`src/design/lin_channel_mode_supervisor_unit_assert.svh`:
```
// Assertion macros shared by the LIN channel mode supervisor modules.
`ifndef LIN_CHANNEL_MODE_SUPERVISOR_UNIT_ASSERT_SVH
`define LIN_CHANNEL_MODE_SUPERVISOR_UNIT_ASSERT_SVH
`ifndef SYNTHESIS
// The property must hold at every clock edge outside reset.
`define LCMS_CHECK(label, prop) \
   label: assert property (@(posedge clock) disable iff (reset) (prop)) \
      else $error("lcms assertion failed");
// When the antecedent holds, the consequent must hold in the next clock cycle.
`define LCMS_CHECK_NEXT(label, ante, cons) \
   label: assert property (@(posedge clock) disable iff (reset) (ante) |=> (cons)) \
      else $error("lcms assertion failed");
`else
`define LCMS_CHECK(label, prop)
`define LCMS_CHECK_NEXT(label, ante, cons)
`endif
`endif

```
`src/design/lcms_pkg.sv`:
```
// Types, codes and sizes shared by the LIN channel mode supervisor modules.
package lcms_pkg;

   localparam int NUM_CHANNELS     = 4;
   localparam int CHAN_IDX_W       = (NUM_CHANNELS > 1) ? $clog2(NUM_CHANNELS) : 1;
   localparam int NUM_TIMEOUT_REGS = 4;
   localparam int NUM_TIMERS       = 3;

   localparam int CMD_W      = 3;
   localparam int CHAN_W     = 3;
   localparam int MODE_W     = 2;
   localparam int SCHED_W    = 6;
   localparam int ERR_W      = 3;
   localparam int TIMER_W    = 16;
   localparam int PERIOD_W   = 8;
   localparam int SCHED_MAP_W = 1 << SCHED_W;
   localparam int CSR_IDX_W  = 3;
   localparam int CSR_DATA_W = 64;

   typedef enum logic [CMD_W-1:0] {
      CMD_INIT       = 3'd0,
      CMD_DEINIT     = 3'd1,
      CMD_SCHED_REQ  = 3'd2,
      CMD_MODE_REQ   = 3'd3,
      CMD_SCHED_CONF = 3'd4,
      CMD_WAKE_CONF  = 3'd5,
      CMD_SLEEP_CONF = 3'd6,
      CMD_TICK       = 3'd7
   } cmd_type;

   typedef enum logic [MODE_W-1:0] {
      MODE_NO_COM  = 2'd0,
      MODE_SILENT  = 2'd1,
      MODE_FULL    = 2'd2,
      MODE_INVALID = 2'd3
   } mode_type;

   typedef enum logic [ERR_W-1:0] {
      ERR_OK         = 3'd0,
      ERR_REFUSED    = 3'd1,
      ERR_UNINIT     = 3'd2,
      ERR_NO_CHANNEL = 3'd3,
      ERR_BAD_PARAM  = 3'd4,
      ERR_TIMEOUT    = 3'd5
   } err_type;

   typedef enum logic [1:0] {
      TMR_SCHED = 2'd0,
      TMR_SLEEP = 2'd1,
      TMR_WAKE  = 2'd2
   } tmr_sel_type;

   localparam logic [CSR_IDX_W-1:0] CSR_CHANNEL_COUNT = 3'd0;
   localparam logic [CSR_IDX_W-1:0] CSR_TICK_PERIOD   = 3'd1;
   localparam logic [CSR_IDX_W-1:0] CSR_TIMEOUT0      = 3'd2;
   localparam logic [CSR_IDX_W-1:0] CSR_TIMEOUT1      = 3'd3;
   localparam logic [CSR_IDX_W-1:0] CSR_TIMEOUT2      = 3'd4;
   localparam logic [CSR_IDX_W-1:0] CSR_TIMEOUT3      = 3'd5;
   localparam logic [CSR_IDX_W-1:0] CSR_VALID_SCHED   = 3'd6;

   typedef struct packed {
      logic [CMD_W-1:0]   command;
      logic [CHAN_W-1:0]  chan;
      logic [MODE_W-1:0]  req_mode;
      logic [SCHED_W-1:0] sched_id;
      logic               success;
      logic               lower_ok;
   } req_type;

   typedef struct packed {
      logic [ERR_W-1:0]   error_code;
      logic [CHAN_W-1:0]  out_chan;
      logic               comm_ind_valid;
      logic               comm_ind_full;
      logic               state_ind_valid;
      logic               state_ind_full;
      logic               sched_ind_valid;
      logic [SCHED_W-1:0] sched_ind;
      logic               chan_is_full;
      logic               last;
   } rsp_type;

   // Effective configuration as the sequencer sees it.
   typedef struct packed {
      logic [CHAN_W-1:0]                     count;
      logic [PERIOD_W-1:0]                   period;
      logic [NUM_CHANNELS-1:0][TIMER_W-1:0]  timeout;
      logic [SCHED_MAP_W-1:0]                valid_sched;
   } cfg_type;

endpackage

```
`src/design/lcms_sub_cmp.sv`:
```
// Shared timer subtract and compare unit of the LIN channel mode supervisor.
module lcms_sub_cmp import lcms_pkg::*; (
   input  logic [TIMER_W-1:0] minuend,
   input  logic [TIMER_W-1:0] subtrahend,
   output logic [TIMER_W-1:0] diff,
   output logic               ge
);

   logic [TIMER_W:0] wide;

   assign wide = {1'b0, minuend} - {1'b0, subtrahend};
   assign diff = wide[TIMER_W-1:0];
   assign ge   = ~wide[TIMER_W];

endmodule

```
`src/design/lcms_csr.sv`:
```
// Configuration registers of the LIN channel mode supervisor.
module lcms_csr import lcms_pkg::*; (
   input  logic                  clock,
   input  logic                  reset,
   input  logic                  csr_valid,
   output logic                  csr_ready,
   input  logic [CSR_IDX_W-1:0]  csr_index,
   input  logic [CSR_DATA_W-1:0] csr_data,
   output cfg_type               cfg
);

   logic [CHAN_W-1:0]      count_ff, count_in;
   logic [PERIOD_W-1:0]    period_ff, period_in;
   logic [NUM_TIMEOUT_REGS-1:0][TIMER_W-1:0] timeout_ff, timeout_in;
   logic [SCHED_MAP_W-1:0] valid_ff, valid_in;

   assign csr_ready = 1'b1;

   always_comb begin
      count_in   = count_ff;
      period_in  = period_ff;
      timeout_in = timeout_ff;
      valid_in   = valid_ff;
      if (csr_valid) begin
         unique case (csr_index)
            CSR_CHANNEL_COUNT: count_in      = csr_data[CHAN_W-1:0];
            CSR_TICK_PERIOD:   period_in     = csr_data[PERIOD_W-1:0];
            CSR_TIMEOUT0:      timeout_in[0] = csr_data[TIMER_W-1:0];
            CSR_TIMEOUT1:      timeout_in[1] = csr_data[TIMER_W-1:0];
            CSR_TIMEOUT2:      timeout_in[2] = csr_data[TIMER_W-1:0];
            CSR_TIMEOUT3:      timeout_in[3] = csr_data[TIMER_W-1:0];
            CSR_VALID_SCHED:   valid_in      = csr_data[SCHED_MAP_W-1:0];
            default: begin
            end
         endcase
      end
   end

   always_ff @(posedge clock) begin
      if (reset) begin
         count_ff   <= '0;
         period_ff  <= PERIOD_W'(10);
         timeout_ff <= '0;
         valid_ff   <= SCHED_MAP_W'(1);
      end else begin
         count_ff   <= count_in;
         period_ff  <= period_in;
         timeout_ff <= timeout_in;
         valid_ff   <= valid_in;
      end
   end

   // A count above the built channels saturates, and a zero period acts as one.
   always_comb begin
      cfg.count  = (count_ff > CHAN_W'(NUM_CHANNELS)) ? CHAN_W'(NUM_CHANNELS) : count_ff;
      cfg.period = (period_ff == '0) ? PERIOD_W'(1) : period_ff;
      for (int i = 0; i < NUM_CHANNELS; i++) begin
         cfg.timeout[i] = timeout_ff[i];
      end
      cfg.valid_sched = valid_ff;
   end

endmodule

```
`src/design/lcms_core.sv`:
```
// Command sequencer and per-channel state of the LIN channel mode supervisor.
`include "lin_channel_mode_supervisor_unit_assert.svh"

module lcms_core import lcms_pkg::*; (
   input  logic    clock,
   input  logic    reset,
   input  cfg_type cfg,
   input  logic    req_valid,
   input  req_type req_payload,
   output logic    busy,
   output logic    res_valid,
   input  logic    res_ready,
   output rsp_type res
);

   typedef enum logic [7:0] {
      S_IDLE     = 8'b0000_0001,
      S_CMP_A    = 8'b0000_0010,
      S_CMP_B    = 8'b0000_0100,
      S_EXEC     = 8'b0000_1000,
      S_TK_ACK   = 8'b0001_0000,
      S_TK_SUB   = 8'b0010_0000,
      S_TK_CHK   = 8'b0100_0000,
      S_TK_CLOSE = 8'b1000_0000
   } seq_state_type;

   seq_state_type           state_ff, state_in;
   req_type                 req_ff, req_in;
   logic [CHAN_IDX_W-1:0]   k_ff, k_in;
   tmr_sel_type             sel_ff, sel_in;
   logic                    ge_a_ff, ge_a_in;
   logic                    ge_b_ff, ge_b_in;
   logic                    hit_ff, hit_in;
   logic                    ready_ff, ready_in;
   logic [NUM_CHANNELS-1:0] full_ff, full_in;
   logic [NUM_CHANNELS-1:0] aok_ff, aok_in;
   logic [NUM_CHANNELS-1:0][SCHED_W-1:0] cur_ff, cur_in;
   logic [NUM_CHANNELS-1:0][SCHED_W-1:0] pend_ff, pend_in;
   logic [NUM_CHANNELS-1:0][NUM_TIMERS-1:0][TIMER_W-1:0] timer_ff, timer_in;

   logic                  walk;
   logic [CHAN_IDX_W-1:0] c_idx;
   logic [CHAN_IDX_W-1:0] rd_idx;
   logic [TIMER_W-1:0]    tmo;
   logic                  timing_off;
   logic                  chan_exists;
   logic                  last_chan;
   tmr_sel_type           sel_a;
   tmr_sel_type           op_sel;
   logic [TIMER_W-1:0]    sub_a;
   logic [TIMER_W-1:0]    sub_diff;
   logic                  sub_ge;

   assign walk = (state_ff == S_TK_ACK) || (state_ff == S_TK_SUB) || (state_ff == S_TK_CHK);
   assign c_idx       = req_ff.chan[CHAN_IDX_W-1:0];
   assign rd_idx      = walk ? k_ff : c_idx;
   assign tmo         = cfg.timeout[rd_idx];
   assign timing_off  = (tmo == '0);
   assign chan_exists = (req_ff.chan < cfg.count);
   assign last_chan   = ((CHAN_W'(k_ff) + CHAN_W'(1)) == cfg.count);
   assign busy        = (state_ff != S_IDLE);

   // The first compare looks at the timer that the command guards on.
   always_comb begin
      if ((req_ff.command == CMD_MODE_REQ) || (req_ff.command == CMD_WAKE_CONF)) begin
         sel_a = TMR_WAKE;
      end else if (req_ff.command == CMD_SLEEP_CONF) begin
         sel_a = TMR_SLEEP;
      end else begin
         sel_a = TMR_SCHED;
      end
      if (state_ff == S_CMP_A) begin
         op_sel = sel_a;
      end else if (state_ff == S_CMP_B) begin
         op_sel = TMR_SLEEP;
      end else begin
         op_sel = sel_ff;
      end
   end

   assign sub_a = timer_ff[rd_idx][op_sel];

   lcms_sub_cmp u_sub_cmp (
      .minuend    (sub_a),
      .subtrahend (TIMER_W'(cfg.period)),
      .diff       (sub_diff),
      .ge         (sub_ge)
   );

   always_comb begin : seq_comb
      logic               do_init, do_deinit, wr_pend, wr_cur, wr_full, full_val;
      logic               clr_aok, wr_tmr, take_a, sched_bad, mode_busy;
      tmr_sel_type        tmr_wsel;
      logic [TIMER_W-1:0] tmr_val;
      logic [ERR_W-1:0]   r_err;
      logic [CHAN_W-1:0]  r_chan;
      logic               r_ind_v, r_ind_f, r_sch_v, r_full, r_last;
      logic [SCHED_W-1:0] r_sch;

      state_in = state_ff;
      req_in   = req_ff;
      k_in     = k_ff;
      sel_in   = sel_ff;
      ge_a_in  = ge_a_ff;
      ge_b_in  = ge_b_ff;
      hit_in   = hit_ff;
      ready_in = ready_ff;
      full_in  = full_ff;
      aok_in   = aok_ff;
      cur_in   = cur_ff;
      pend_in  = pend_ff;
      timer_in = timer_ff;

      do_init   = 1'b0;
      do_deinit = 1'b0;
      wr_pend   = 1'b0;
      wr_cur    = 1'b0;
      wr_full   = 1'b0;
      full_val  = 1'b0;
      clr_aok   = 1'b0;
      wr_tmr    = 1'b0;
      tmr_wsel  = TMR_SCHED;
      tmr_val   = '0;
      take_a    = ge_a_ff || timing_off;
      sched_bad = (req_ff.sched_id != '0) && !cfg.valid_sched[req_ff.sched_id];
      mode_busy = !timing_off && (ge_a_ff || ge_b_ff);

      res_valid = 1'b0;
      r_err     = ERR_OK;
      r_chan    = req_ff.chan;
      r_ind_v   = 1'b0;
      r_ind_f   = 1'b0;
      r_sch_v   = 1'b0;
      r_sch     = '0;
      r_full    = 1'b0;
      r_last    = 1'b0;

      unique case (state_ff)
         S_IDLE: begin
            if (req_valid) begin
               req_in   = req_payload;
               state_in = S_CMP_A;
            end
         end
         S_CMP_A: begin
            ge_a_in  = sub_ge;
            state_in = S_CMP_B;
         end
         S_CMP_B: begin
            ge_b_in = sub_ge;
            if ((req_ff.command == CMD_TICK) && ready_ff) begin
               k_in     = '0;
               state_in = (cfg.count == '0) ? S_TK_CLOSE : S_TK_ACK;
            end else begin
               state_in = S_EXEC;
            end
         end
         S_EXEC: begin
            res_valid = 1'b1;
            r_last    = 1'b1;
            if (req_ff.command == CMD_INIT) begin
               do_init = 1'b1;
            end else if (req_ff.command == CMD_DEINIT) begin
               do_deinit = 1'b1;
            end else if (!ready_ff) begin
               r_err = ERR_UNINIT;
            end else if (!chan_exists) begin
               r_err = ERR_NO_CHANNEL;
            end else begin
               r_full = full_ff[c_idx];
               unique case (req_ff.command)
                  CMD_SCHED_REQ: begin
                     if (sched_bad) begin
                        r_err = ERR_BAD_PARAM;
                     end else if (ge_a_ff || !full_ff[c_idx]) begin
                        r_err = ERR_REFUSED;
                     end else begin
                        wr_pend  = 1'b1;
                        wr_tmr   = 1'b1;
                        tmr_wsel = TMR_SCHED;
                        if (req_ff.lower_ok) begin
                           tmr_val = tmo;
                        end else begin
                           clr_aok = 1'b1;
                           r_err   = ERR_REFUSED;
                        end
                     end
                  end
                  CMD_MODE_REQ: begin
                     if (req_ff.req_mode == MODE_INVALID) begin
                        r_err = ERR_BAD_PARAM;
                     end else if (((req_ff.req_mode == MODE_NO_COM) && !full_ff[c_idx]) ||
                                  ((req_ff.req_mode == MODE_FULL) && full_ff[c_idx]) ||
                                  mode_busy || (req_ff.req_mode == MODE_SILENT)) begin
                        r_err = ERR_REFUSED;
                     end else begin
                        wr_tmr   = 1'b1;
                        tmr_wsel = (req_ff.req_mode == MODE_NO_COM) ? TMR_SLEEP : TMR_WAKE;
                        if (req_ff.lower_ok) begin
                           tmr_val = tmo;
                        end else begin
                           // The channel stays where it was, and says so.
                           r_err   = ERR_REFUSED;
                           r_ind_v = 1'b1;
                           r_ind_f = (req_ff.req_mode == MODE_NO_COM);
                        end
                     end
                  end
                  CMD_SCHED_CONF: begin
                     wr_tmr   = 1'b1;
                     tmr_wsel = TMR_SCHED;
                     if (pend_ff[c_idx] == req_ff.sched_id) begin
                        if (take_a) begin
                           wr_cur  = 1'b1;
                           r_sch_v = 1'b1;
                           r_sch   = pend_ff[c_idx];
                        end
                     end else begin
                        r_sch_v = 1'b1;
                        r_sch   = req_ff.sched_id;
                     end
                  end
                  CMD_WAKE_CONF: begin
                     wr_tmr   = 1'b1;
                     tmr_wsel = TMR_WAKE;
                     if (take_a) begin
                        wr_full  = 1'b1;
                        full_val = req_ff.success;
                        r_full   = req_ff.success;
                        r_ind_v  = 1'b1;
                        r_ind_f  = req_ff.success;
                     end
                  end
                  CMD_SLEEP_CONF: begin
                     wr_tmr   = 1'b1;
                     tmr_wsel = TMR_SLEEP;
                     if (take_a) begin
                        wr_full  = 1'b1;
                        full_val = !req_ff.success;
                        r_full   = !req_ff.success;
                        r_ind_v  = 1'b1;
                        r_ind_f  = !req_ff.success;
                     end
                  end
                  default: begin
                  end
               endcase
            end
            if (res_ready) begin
               state_in = S_IDLE;
               if (do_init) begin
                  ready_in = 1'b1;
                  full_in  = '0;
                  aok_in   = '1;
                  cur_in   = '0;
                  pend_in  = '0;
                  timer_in = '0;
               end
               if (do_deinit) begin
                  ready_in = 1'b0;
               end
               if (wr_pend) begin
                  pend_in[c_idx] = req_ff.sched_id;
               end
               if (wr_cur) begin
                  cur_in[c_idx] = pend_ff[c_idx];
               end
               if (wr_full) begin
                  full_in[c_idx] = full_val;
               end
               if (clr_aok) begin
                  aok_in[c_idx] = 1'b0;
               end
               if (wr_tmr) begin
                  timer_in[c_idx][tmr_wsel] = tmr_val;
               end
            end
         end
         S_TK_ACK: begin
            sel_in = TMR_SCHED;
            r_chan = CHAN_W'(k_ff);
            r_full = full_ff[k_ff];
            if (timing_off) begin
               if (last_chan) begin
                  state_in = S_TK_CLOSE;
               end else begin
                  k_in     = k_ff + CHAN_IDX_W'(1);
                  state_in = S_TK_ACK;
               end
            end else if (!aok_ff[k_ff]) begin
               // A schedule request the lower layer refused is reported once.
               res_valid = 1'b1;
               r_sch_v   = 1'b1;
               r_sch     = cur_ff[k_ff];
               if (res_ready) begin
                  aok_in[k_ff] = 1'b1;
                  state_in     = S_TK_SUB;
               end
            end else begin
               state_in = S_TK_SUB;
            end
         end
         S_TK_SUB: begin
            hit_in = sub_ge;
            if (sub_ge) begin
               timer_in[k_ff][sel_ff] = sub_diff;
            end
            state_in = S_TK_CHK;
         end
         S_TK_CHK: begin
            r_chan = CHAN_W'(k_ff);
            r_full = full_ff[k_ff];
            r_err  = ERR_TIMEOUT;
            unique case (sel_ff)
               TMR_SCHED: begin
                  r_sch_v = 1'b1;
                  r_sch   = cur_ff[k_ff];
               end
               TMR_SLEEP: begin
                  r_ind_v = 1'b1;
                  r_ind_f = 1'b1;
               end
               default: begin
                  r_ind_v = 1'b1;
                  r_ind_f = 1'b0;
               end
            endcase
            res_valid = hit_ff && !sub_ge;
            if (res_ready || !res_valid) begin
               if (sel_ff == TMR_WAKE) begin
                  if (last_chan) begin
                     state_in = S_TK_CLOSE;
                  end else begin
                     k_in     = k_ff + CHAN_IDX_W'(1);
                     state_in = S_TK_ACK;
                  end
               end else begin
                  sel_in   = (sel_ff == TMR_SCHED) ? TMR_SLEEP : TMR_WAKE;
                  state_in = S_TK_SUB;
               end
            end
         end
         S_TK_CLOSE: begin
            res_valid = 1'b1;
            r_last    = 1'b1;
            r_full    = ready_ff && chan_exists && full_ff[c_idx];
            if (res_ready) begin
               state_in = S_IDLE;
            end
         end
         default: begin
            state_in = S_IDLE;
         end
      endcase

      res.error_code      = r_err;
      res.out_chan        = r_chan;
      res.comm_ind_valid  = r_ind_v;
      res.comm_ind_full   = r_ind_v && r_ind_f;
      res.state_ind_valid = r_ind_v;
      res.state_ind_full  = r_ind_v && r_ind_f;
      res.sched_ind_valid = r_sch_v;
      res.sched_ind       = r_sch_v ? r_sch : '0;
      res.chan_is_full    = r_full;
      res.last            = r_last;
   end

   always_ff @(posedge clock) begin
      if (reset) begin
         state_ff <= S_IDLE;
         ready_ff <= 1'b0;
         full_ff  <= '0;
         aok_ff   <= '1;
         cur_ff   <= '0;
         pend_ff  <= '0;
         timer_ff <= '0;
         k_ff     <= '0;
         sel_ff   <= TMR_SCHED;
         hit_ff   <= 1'b0;
      end else begin
         state_ff <= state_in;
         ready_ff <= ready_in;
         full_ff  <= full_in;
         aok_ff   <= aok_in;
         cur_ff   <= cur_in;
         pend_ff  <= pend_in;
         timer_ff <= timer_in;
         k_ff     <= k_in;
         sel_ff   <= sel_in;
         hit_ff   <= hit_in;
      end
   end

   always_ff @(posedge clock) begin
      req_ff  <= req_in;
      ge_a_ff <= ge_a_in;
      ge_b_ff <= ge_b_in;
   end

   `LCMS_CHECK(a_walk_in_range, walk |-> (CHAN_W'(k_ff) < cfg.count))
   `LCMS_CHECK_NEXT(a_last_ends_item, res_valid && res_ready && res.last, state_ff == S_IDLE)
   `LCMS_CHECK(a_exec_no_timeout, (state_ff == S_EXEC) |-> (res.error_code != ERR_TIMEOUT))

endmodule

```
`src/design/lin_channel_mode_supervisor_unit.sv`:
```
// Top level of the LIN channel mode supervisor: configuration, sequencer, result register.
//
// Supervises up to NUM_CHANNELS LIN channels. Each request carries one command
// (init, deinit, schedule request, mode request, schedule, wakeup or sleep
// confirmation, or tick) and yields one response, except an initialized tick,
// which yields one response per reported event followed by a closing response
// with last set. A small sequencer drives one shared 16-bit subtract and
// compare unit that serves every timer check and decrement. An ordinary
// command, once accepted, runs two compares on the addressed channel's
// timers, then a step that decides and updates state. A tick walks every
// channel in use: one with a zero timeout is skipped in a single step, and
// every other channel gets a step for the refused-schedule report and, for
// each of its three timers, a decrement then an expiry check. req_stall is high
// from acceptance until the last response has entered the output register, so
// a new request is taken while that response still waits on rsp_stall; a
// stalled output register also holds the sequencer. Configuration writes are
// always taken (csr_ready is tied high) and are meant to arrive only while
// the block is idle.
`include "lin_channel_mode_supervisor_unit_assert.svh"

module lin_channel_mode_supervisor_unit import lcms_pkg::*; (
   input  logic                  clock,
   input  logic                  reset,
   input  logic                  req_valid,
   output logic                  req_stall,
   input  req_type               req_payload,
   output logic                  rsp_valid,
   input  logic                  rsp_stall,
   output rsp_type               rsp_payload,
   input  logic                  csr_valid,
   output logic                  csr_ready,
   input  logic [CSR_IDX_W-1:0]  csr_index,
   input  logic [CSR_DATA_W-1:0] csr_data
);

   cfg_type cfg;
   logic    busy;
   logic    res_valid;
   logic    res_ready;
   rsp_type res;

   logic    rsp_valid_ff, rsp_valid_in;
   rsp_type rsp_payload_ff, rsp_payload_in;

   lcms_csr u_csr (
      .clock     (clock),
      .reset     (reset),
      .csr_valid (csr_valid),
      .csr_ready (csr_ready),
      .csr_index (csr_index),
      .csr_data  (csr_data),
      .cfg       (cfg)
   );

   // The sequencer only looks at req_valid while idle, so stall is its busy flag.
   lcms_core u_core (
      .clock       (clock),
      .reset       (reset),
      .cfg         (cfg),
      .req_valid   (req_valid),
      .req_payload (req_payload),
      .busy        (busy),
      .res_valid   (res_valid),
      .res_ready   (res_ready),
      .res         (res)
   );

   assign req_stall = busy;

   // The output register takes a new response when empty or being drained.
   assign res_ready = !rsp_valid_ff || !rsp_stall;

   always_comb begin
      rsp_valid_in   = rsp_valid_ff;
      rsp_payload_in = rsp_payload_ff;
      if (res_valid && res_ready) begin
         rsp_valid_in   = 1'b1;
         rsp_payload_in = res;
      end else if (!rsp_stall) begin
         rsp_valid_in = 1'b0;
      end
   end

   always_ff @(posedge clock) begin
      if (reset) begin
         rsp_valid_ff <= 1'b0;
      end else begin
         rsp_valid_ff <= rsp_valid_in;
      end
   end

   always_ff @(posedge clock) begin
      rsp_payload_ff <= rsp_payload_in;
   end

   assign rsp_valid   = rsp_valid_ff;
   assign rsp_payload = rsp_payload_ff;

   `LCMS_CHECK_NEXT(a_result_held, res_valid && !res_ready, res_valid)
   `LCMS_CHECK_NEXT(a_busy_after_accept, req_valid && !req_stall, req_stall)
   `LCMS_CHECK_NEXT(a_result_loaded, res_valid && res_ready, rsp_valid)

endmodule
```
`config.mk`:
```
export PLATFORM = sky130hd
export DESIGN_NAME = lin_channel_mode_supervisor_unit
export DESIGN_NICKNAME = d
export VERILOG_FILES = /design/src/design/lcms_pkg.sv /design/src/design/lcms_sub_cmp.sv /design/src/design/lcms_csr.sv /design/src/design/lcms_core.sv /design/src/design/lin_channel_mode_supervisor_unit.sv
export VERILOG_INCLUDE_DIRS = /design/src /design/src/design
export SDC_FILE = /design/constraint.sdc
export NUM_CORES = 2
export LEC_CHECK = 0
export ABC_AREA = 1
export ABC_CLOCK_PERIOD_IN_PS = 6600
export BUFFER_PORTS_ARGS = -buffer_cell sky130_fd_sc_hd__buf_2
export CAP_MARGIN = 30
export CORE_UTILIZATION = 60
export DETAILED_ROUTE_END_ITERATION = 10
export GPL_ROUTABILITY_DRIVEN = 0
export PLACE_DENSITY = 0.8
export SLEW_MARGIN = 20
export SYNTH_ARGS = -nofsm -noshare
export SYNTH_HDL_FRONTEND = slang
export SYNTH_SLANG_ARGS = --single-unit
export TNS_END_PERCENT = 30
```
`constraint.sdc`:
```
create_clock -name clock -period 6.6 [get_ports clock]
set_clock_uncertainty 0.05 [all_clocks]
set_input_delay 1.32 -clock clock [delete_from_list [all_inputs] [get_ports clock]]
set_output_delay 1.32 -clock clock [all_outputs]
set_load 0.02 [all_outputs]
```
==> results.txt <==
----------------------------------------------------
[Run status]
  Outcome ... completed

[Synthesis]
  Synth unique cells ... 58
  Total standard cell area after synthesis ... 0.0269 mm²
  Synthesized flop and latch total ... 437
  Portion of the post-synthesis area used by sequential elements ... 33.8%
  Ys async rst share ... 0%
  Synthesized instance count ... 4255
  Area share of the largest cell type after synthesis ... 29.9%
  Total nets after synthesis ... 4358
  Count of flip-flops with a built-in enable after synthesis ... 35
  Average footprint of a synthesized cell ... 6.33 µm²
  Biggest area contributors in the synthesized netlist ... dfxtp_1, nand2_1, a21oi_1
  Multiplexer share of the synthesized area ... 0%
  Main combinational cell family by area after synthesis ... simple AND/OR/NAND/NOR gates
  Largest area contributor in the synthesized netlist ... dfxtp_1
  Area share of and/or/nand/nor cells after synthesis ... 27.3%
  Adder and majority cell fraction of the synthesized area ... 0.724%
  Xor and xnor fraction of the mapped netlist area ... 0.488%
  Compound-Gate Fraction of Synth Area ... 25.0%
  Predominant post-synthesis flop cell ... dfxtp_1
  Synth Warn # ... 0

[Clock network]
  TritonCTS Buffers ... 48
  Post-CTS Repair Setup Buffers ... 0
  Hold_buf cts ... 0
  Clock slew at reported path FFs ... 0.07 ns
  Clock Path Buffers ... 3
  Number of H-tree levels ... 2
  Number of instances resized during post-cts repair ... 0
  Clock tree from TritonCTS ... yes
  Clock tree sinks ... 437
  Clock Latency Late Sink ... 0.62 ns
  Clock tree root driver cell ... clkbuf_16

[Timing]
  Final Hold Violating Endpoints ... 0
  Peak Freq ... 165 MHz
  RSZ-0062 raised after global routing ... false
  Period minus WS final ... 6.07 ns
  Worst relative slew slack ... 23.1%
  Final setup vio count ... 0
  Slew at the pin with the worst max-slew slack ... 1.15 ns
  Crit share post-route ... 92.0%
  WHS ... 0.402 ns
  Fin Setup TNS ... 0 ns
  Max Slew Vio Count ... 0

[Routing]
  Via-per-instance ratio ... 6.12
  Residual DRC ... 0
  Count of nets left with antenna violations after detail routing ... 0
  Initial drt markers ... 4669
  Routed WL ... 92400 µm
  Average wire per standard cell ... 19.2 µm
  Vias after detailed routing ... 29400
  1st-pass router iterations ... 9

[Worst setup path]
  Kind of start point of the critical path ... flip-flop
  CP arrival ... 6.52 ns
  Required time of the critical path ... 7.05 ns
  Kind of end point of the critical path ... flip-flop
  Category of the most critical setup path ... reg2reg
  Crit-path max FO ... 55

[Place]
  Detailed placer's ending HPWL ... 57700 µm
  I/O Buffers ... 108

[Finish]
  N_diodes ... 0
  Top library cells by usage in the layout, fill and taps aside ... nand2_1, a21oi_1, o21ai_0
  Most common library cell in the layout ignoring fill and taps ... nand2_1
  Share of layout cells above drive strength 1 ... 8.52%
  Area growth, synth to finish ... 7.69%
  Number of nets at the end of the flow ... 4279

[Die]
  Starting density of the core ... 60.9%
  Horizontal extent of the die ... 214 µm
  Number of placement rows ... 77
  Die Footprint ... 0.0458 mm²
  Core region area ... 0.0442 mm²
  Count of pins on the block boundary ... 110
  Height of the die ... 214 µm

[Job]
  Number of max-cap violations ... 0

[GRT]
  Global route total overflow ... 0
  Pin count of the biggest net entering global routing ... 162
  Global Route Usage Sum ... 38.8%
  Via count of the first global-routing pass ... 25900
  Global-route wire length before repair ... 143000 µm
  Antenna violations before repair ... 2

[Hold path]
  Hold crit path type ... reg2reg

[Pwr]
  Pwr Density ... 270 mW/mm²
  LEAKAGE ... 12.4 nW
  Peak ir drop on the vdd network ... 0.224 mV

----------------------------------------------------
## critical path: stages (launching register included)
cell	delay (ns)
dfxtp_1	0.31
inv_2	0.07
nand2_1	0.08
nor2_1	0.28
nand2_8	0.27
nand3_4	0.21
nand2_1	0.22
nand2_4	0.57
o21ai_0	0.20
o221ai_1	0.51
a32o_1	0.26
ha_1	0.28
a21oi_1	0.15
o21ai_0	0.18
a21oi_1	0.18
o21ai_0	0.15
a21o_1	0.19
a21oi_1	0.21
nor2_1	0.08
nor3_2	0.25
nand4_1	0.23
o21ai_0	0.21
nand2_1	0.37
a21oi_1	0.27
a21oi_1	0.09
## power by group
group	switching [W]	leakage, nW	internal, W
Sequential	0.0000700	3.55	0.00275
Combinational	0.00160	8.02	0.000508
Clock	0.00119	0.817	0.00171
## synth_stat cells, types with 8 or more instances
master    number
nor2_2        11
o221ai_1      16
edfxtp_1      35
nor3_1        14
a21oi_1      540
xor2_1        10
nor2_4        14
o21ai_1       14
ha_1          14
o211ai_1      89
dfxtp_1      402
clkbuf_1     203
inv_2         16
buf_6         39
inv_1        466
nor2_1       381
buf_1         17
nand3_1      304
nand2_2       17
buf_4         21
nand3_4       11
nand2_1      944
o21ai_0      529
nand4_1        8
o22ai_1       41
buf_2         31
## metal layers
| layer | wire length [µm] | track usage, % | vias up | share of wire, % |
|---|---|---|---|---|
| met5 | 13 | 0 | - | 0.014 |
| met2 | 38800 | 57.6 | 2072 | 42 |
| met1 | 35600 | 52.3 | 13200 | 39 |
| met3 | 13700 | 10.7 | 375 | 15 |
| li1 | - | - | 13800 | - |
| met4 | 4340 | 17.5 | 2 | 4.7 |
## worst paths after layout
path	startpoint	to	cells past startpoint	slack (ns)
setup / recovery	u_core.state_ff[7]	u_core.timer_ff[15]	24	0.53
hold / removal	u_csr.cfg[68]	u_csr.cfg[68]	2	0.40
setup reg to reg	u_core.state_ff[7]	u_core.timer_ff[15]	24	0.53
hold reg to reg	u_csr.cfg[68]	u_csr.cfg[68]	2	0.40
## registers in the layout, indices dropped and copies added, names as in the netlist, 3 cells and up
name and cells:
u_csr.cfg 64, u_core.state_ff 8, u_core.aok_ff 4, rsp_payload 17, u_core.full_ff 4, u_csr.count_ff 3
u_csr.period_ff 8, u_core.cur_ff 24, u_csr.valid_ff 64, u_core.req_ff 14, u_core.timer_ff 192, u_core.pend_ff 24
## per-stage QoR
stage	power, W	util (%)	instances	cell area [µm²]	setup WS, ns
after detailed placement	0.00484	61.6	4711	27200	0.861
after global routing	0.00804	65.6	4806	29000	0.245
after CTS	0.00771	65.4	4799	28900	0.815
after floorplan	0.00417	-	4255	26900	1.50
final	0.00783	65.6	4806	29000	0.526
after global placement	0.00484	61.6	4711	27200	0.946
## layout make-up
cell class	count	area, µm²
multi-input combinational	3016	14500
sequential	437	9100
timing repair buffer	185	1180
tap	592	741
clock buffer	69	1390
inverter	488	1840
fill	4015	15200
clock inverter	19	290
## cell families after synthesis
| logic type | after synthesis |
|---|---|
| fa+ha+maj | 15 |
| buf+inv | 802 |
| xor+xnor | 15 |
| simple gates | 1727 |
| flops | 437 |
| compound gates | 1258 |
| other cells | 1 |
Note: power is estimated with default switching activity, not from simulation.
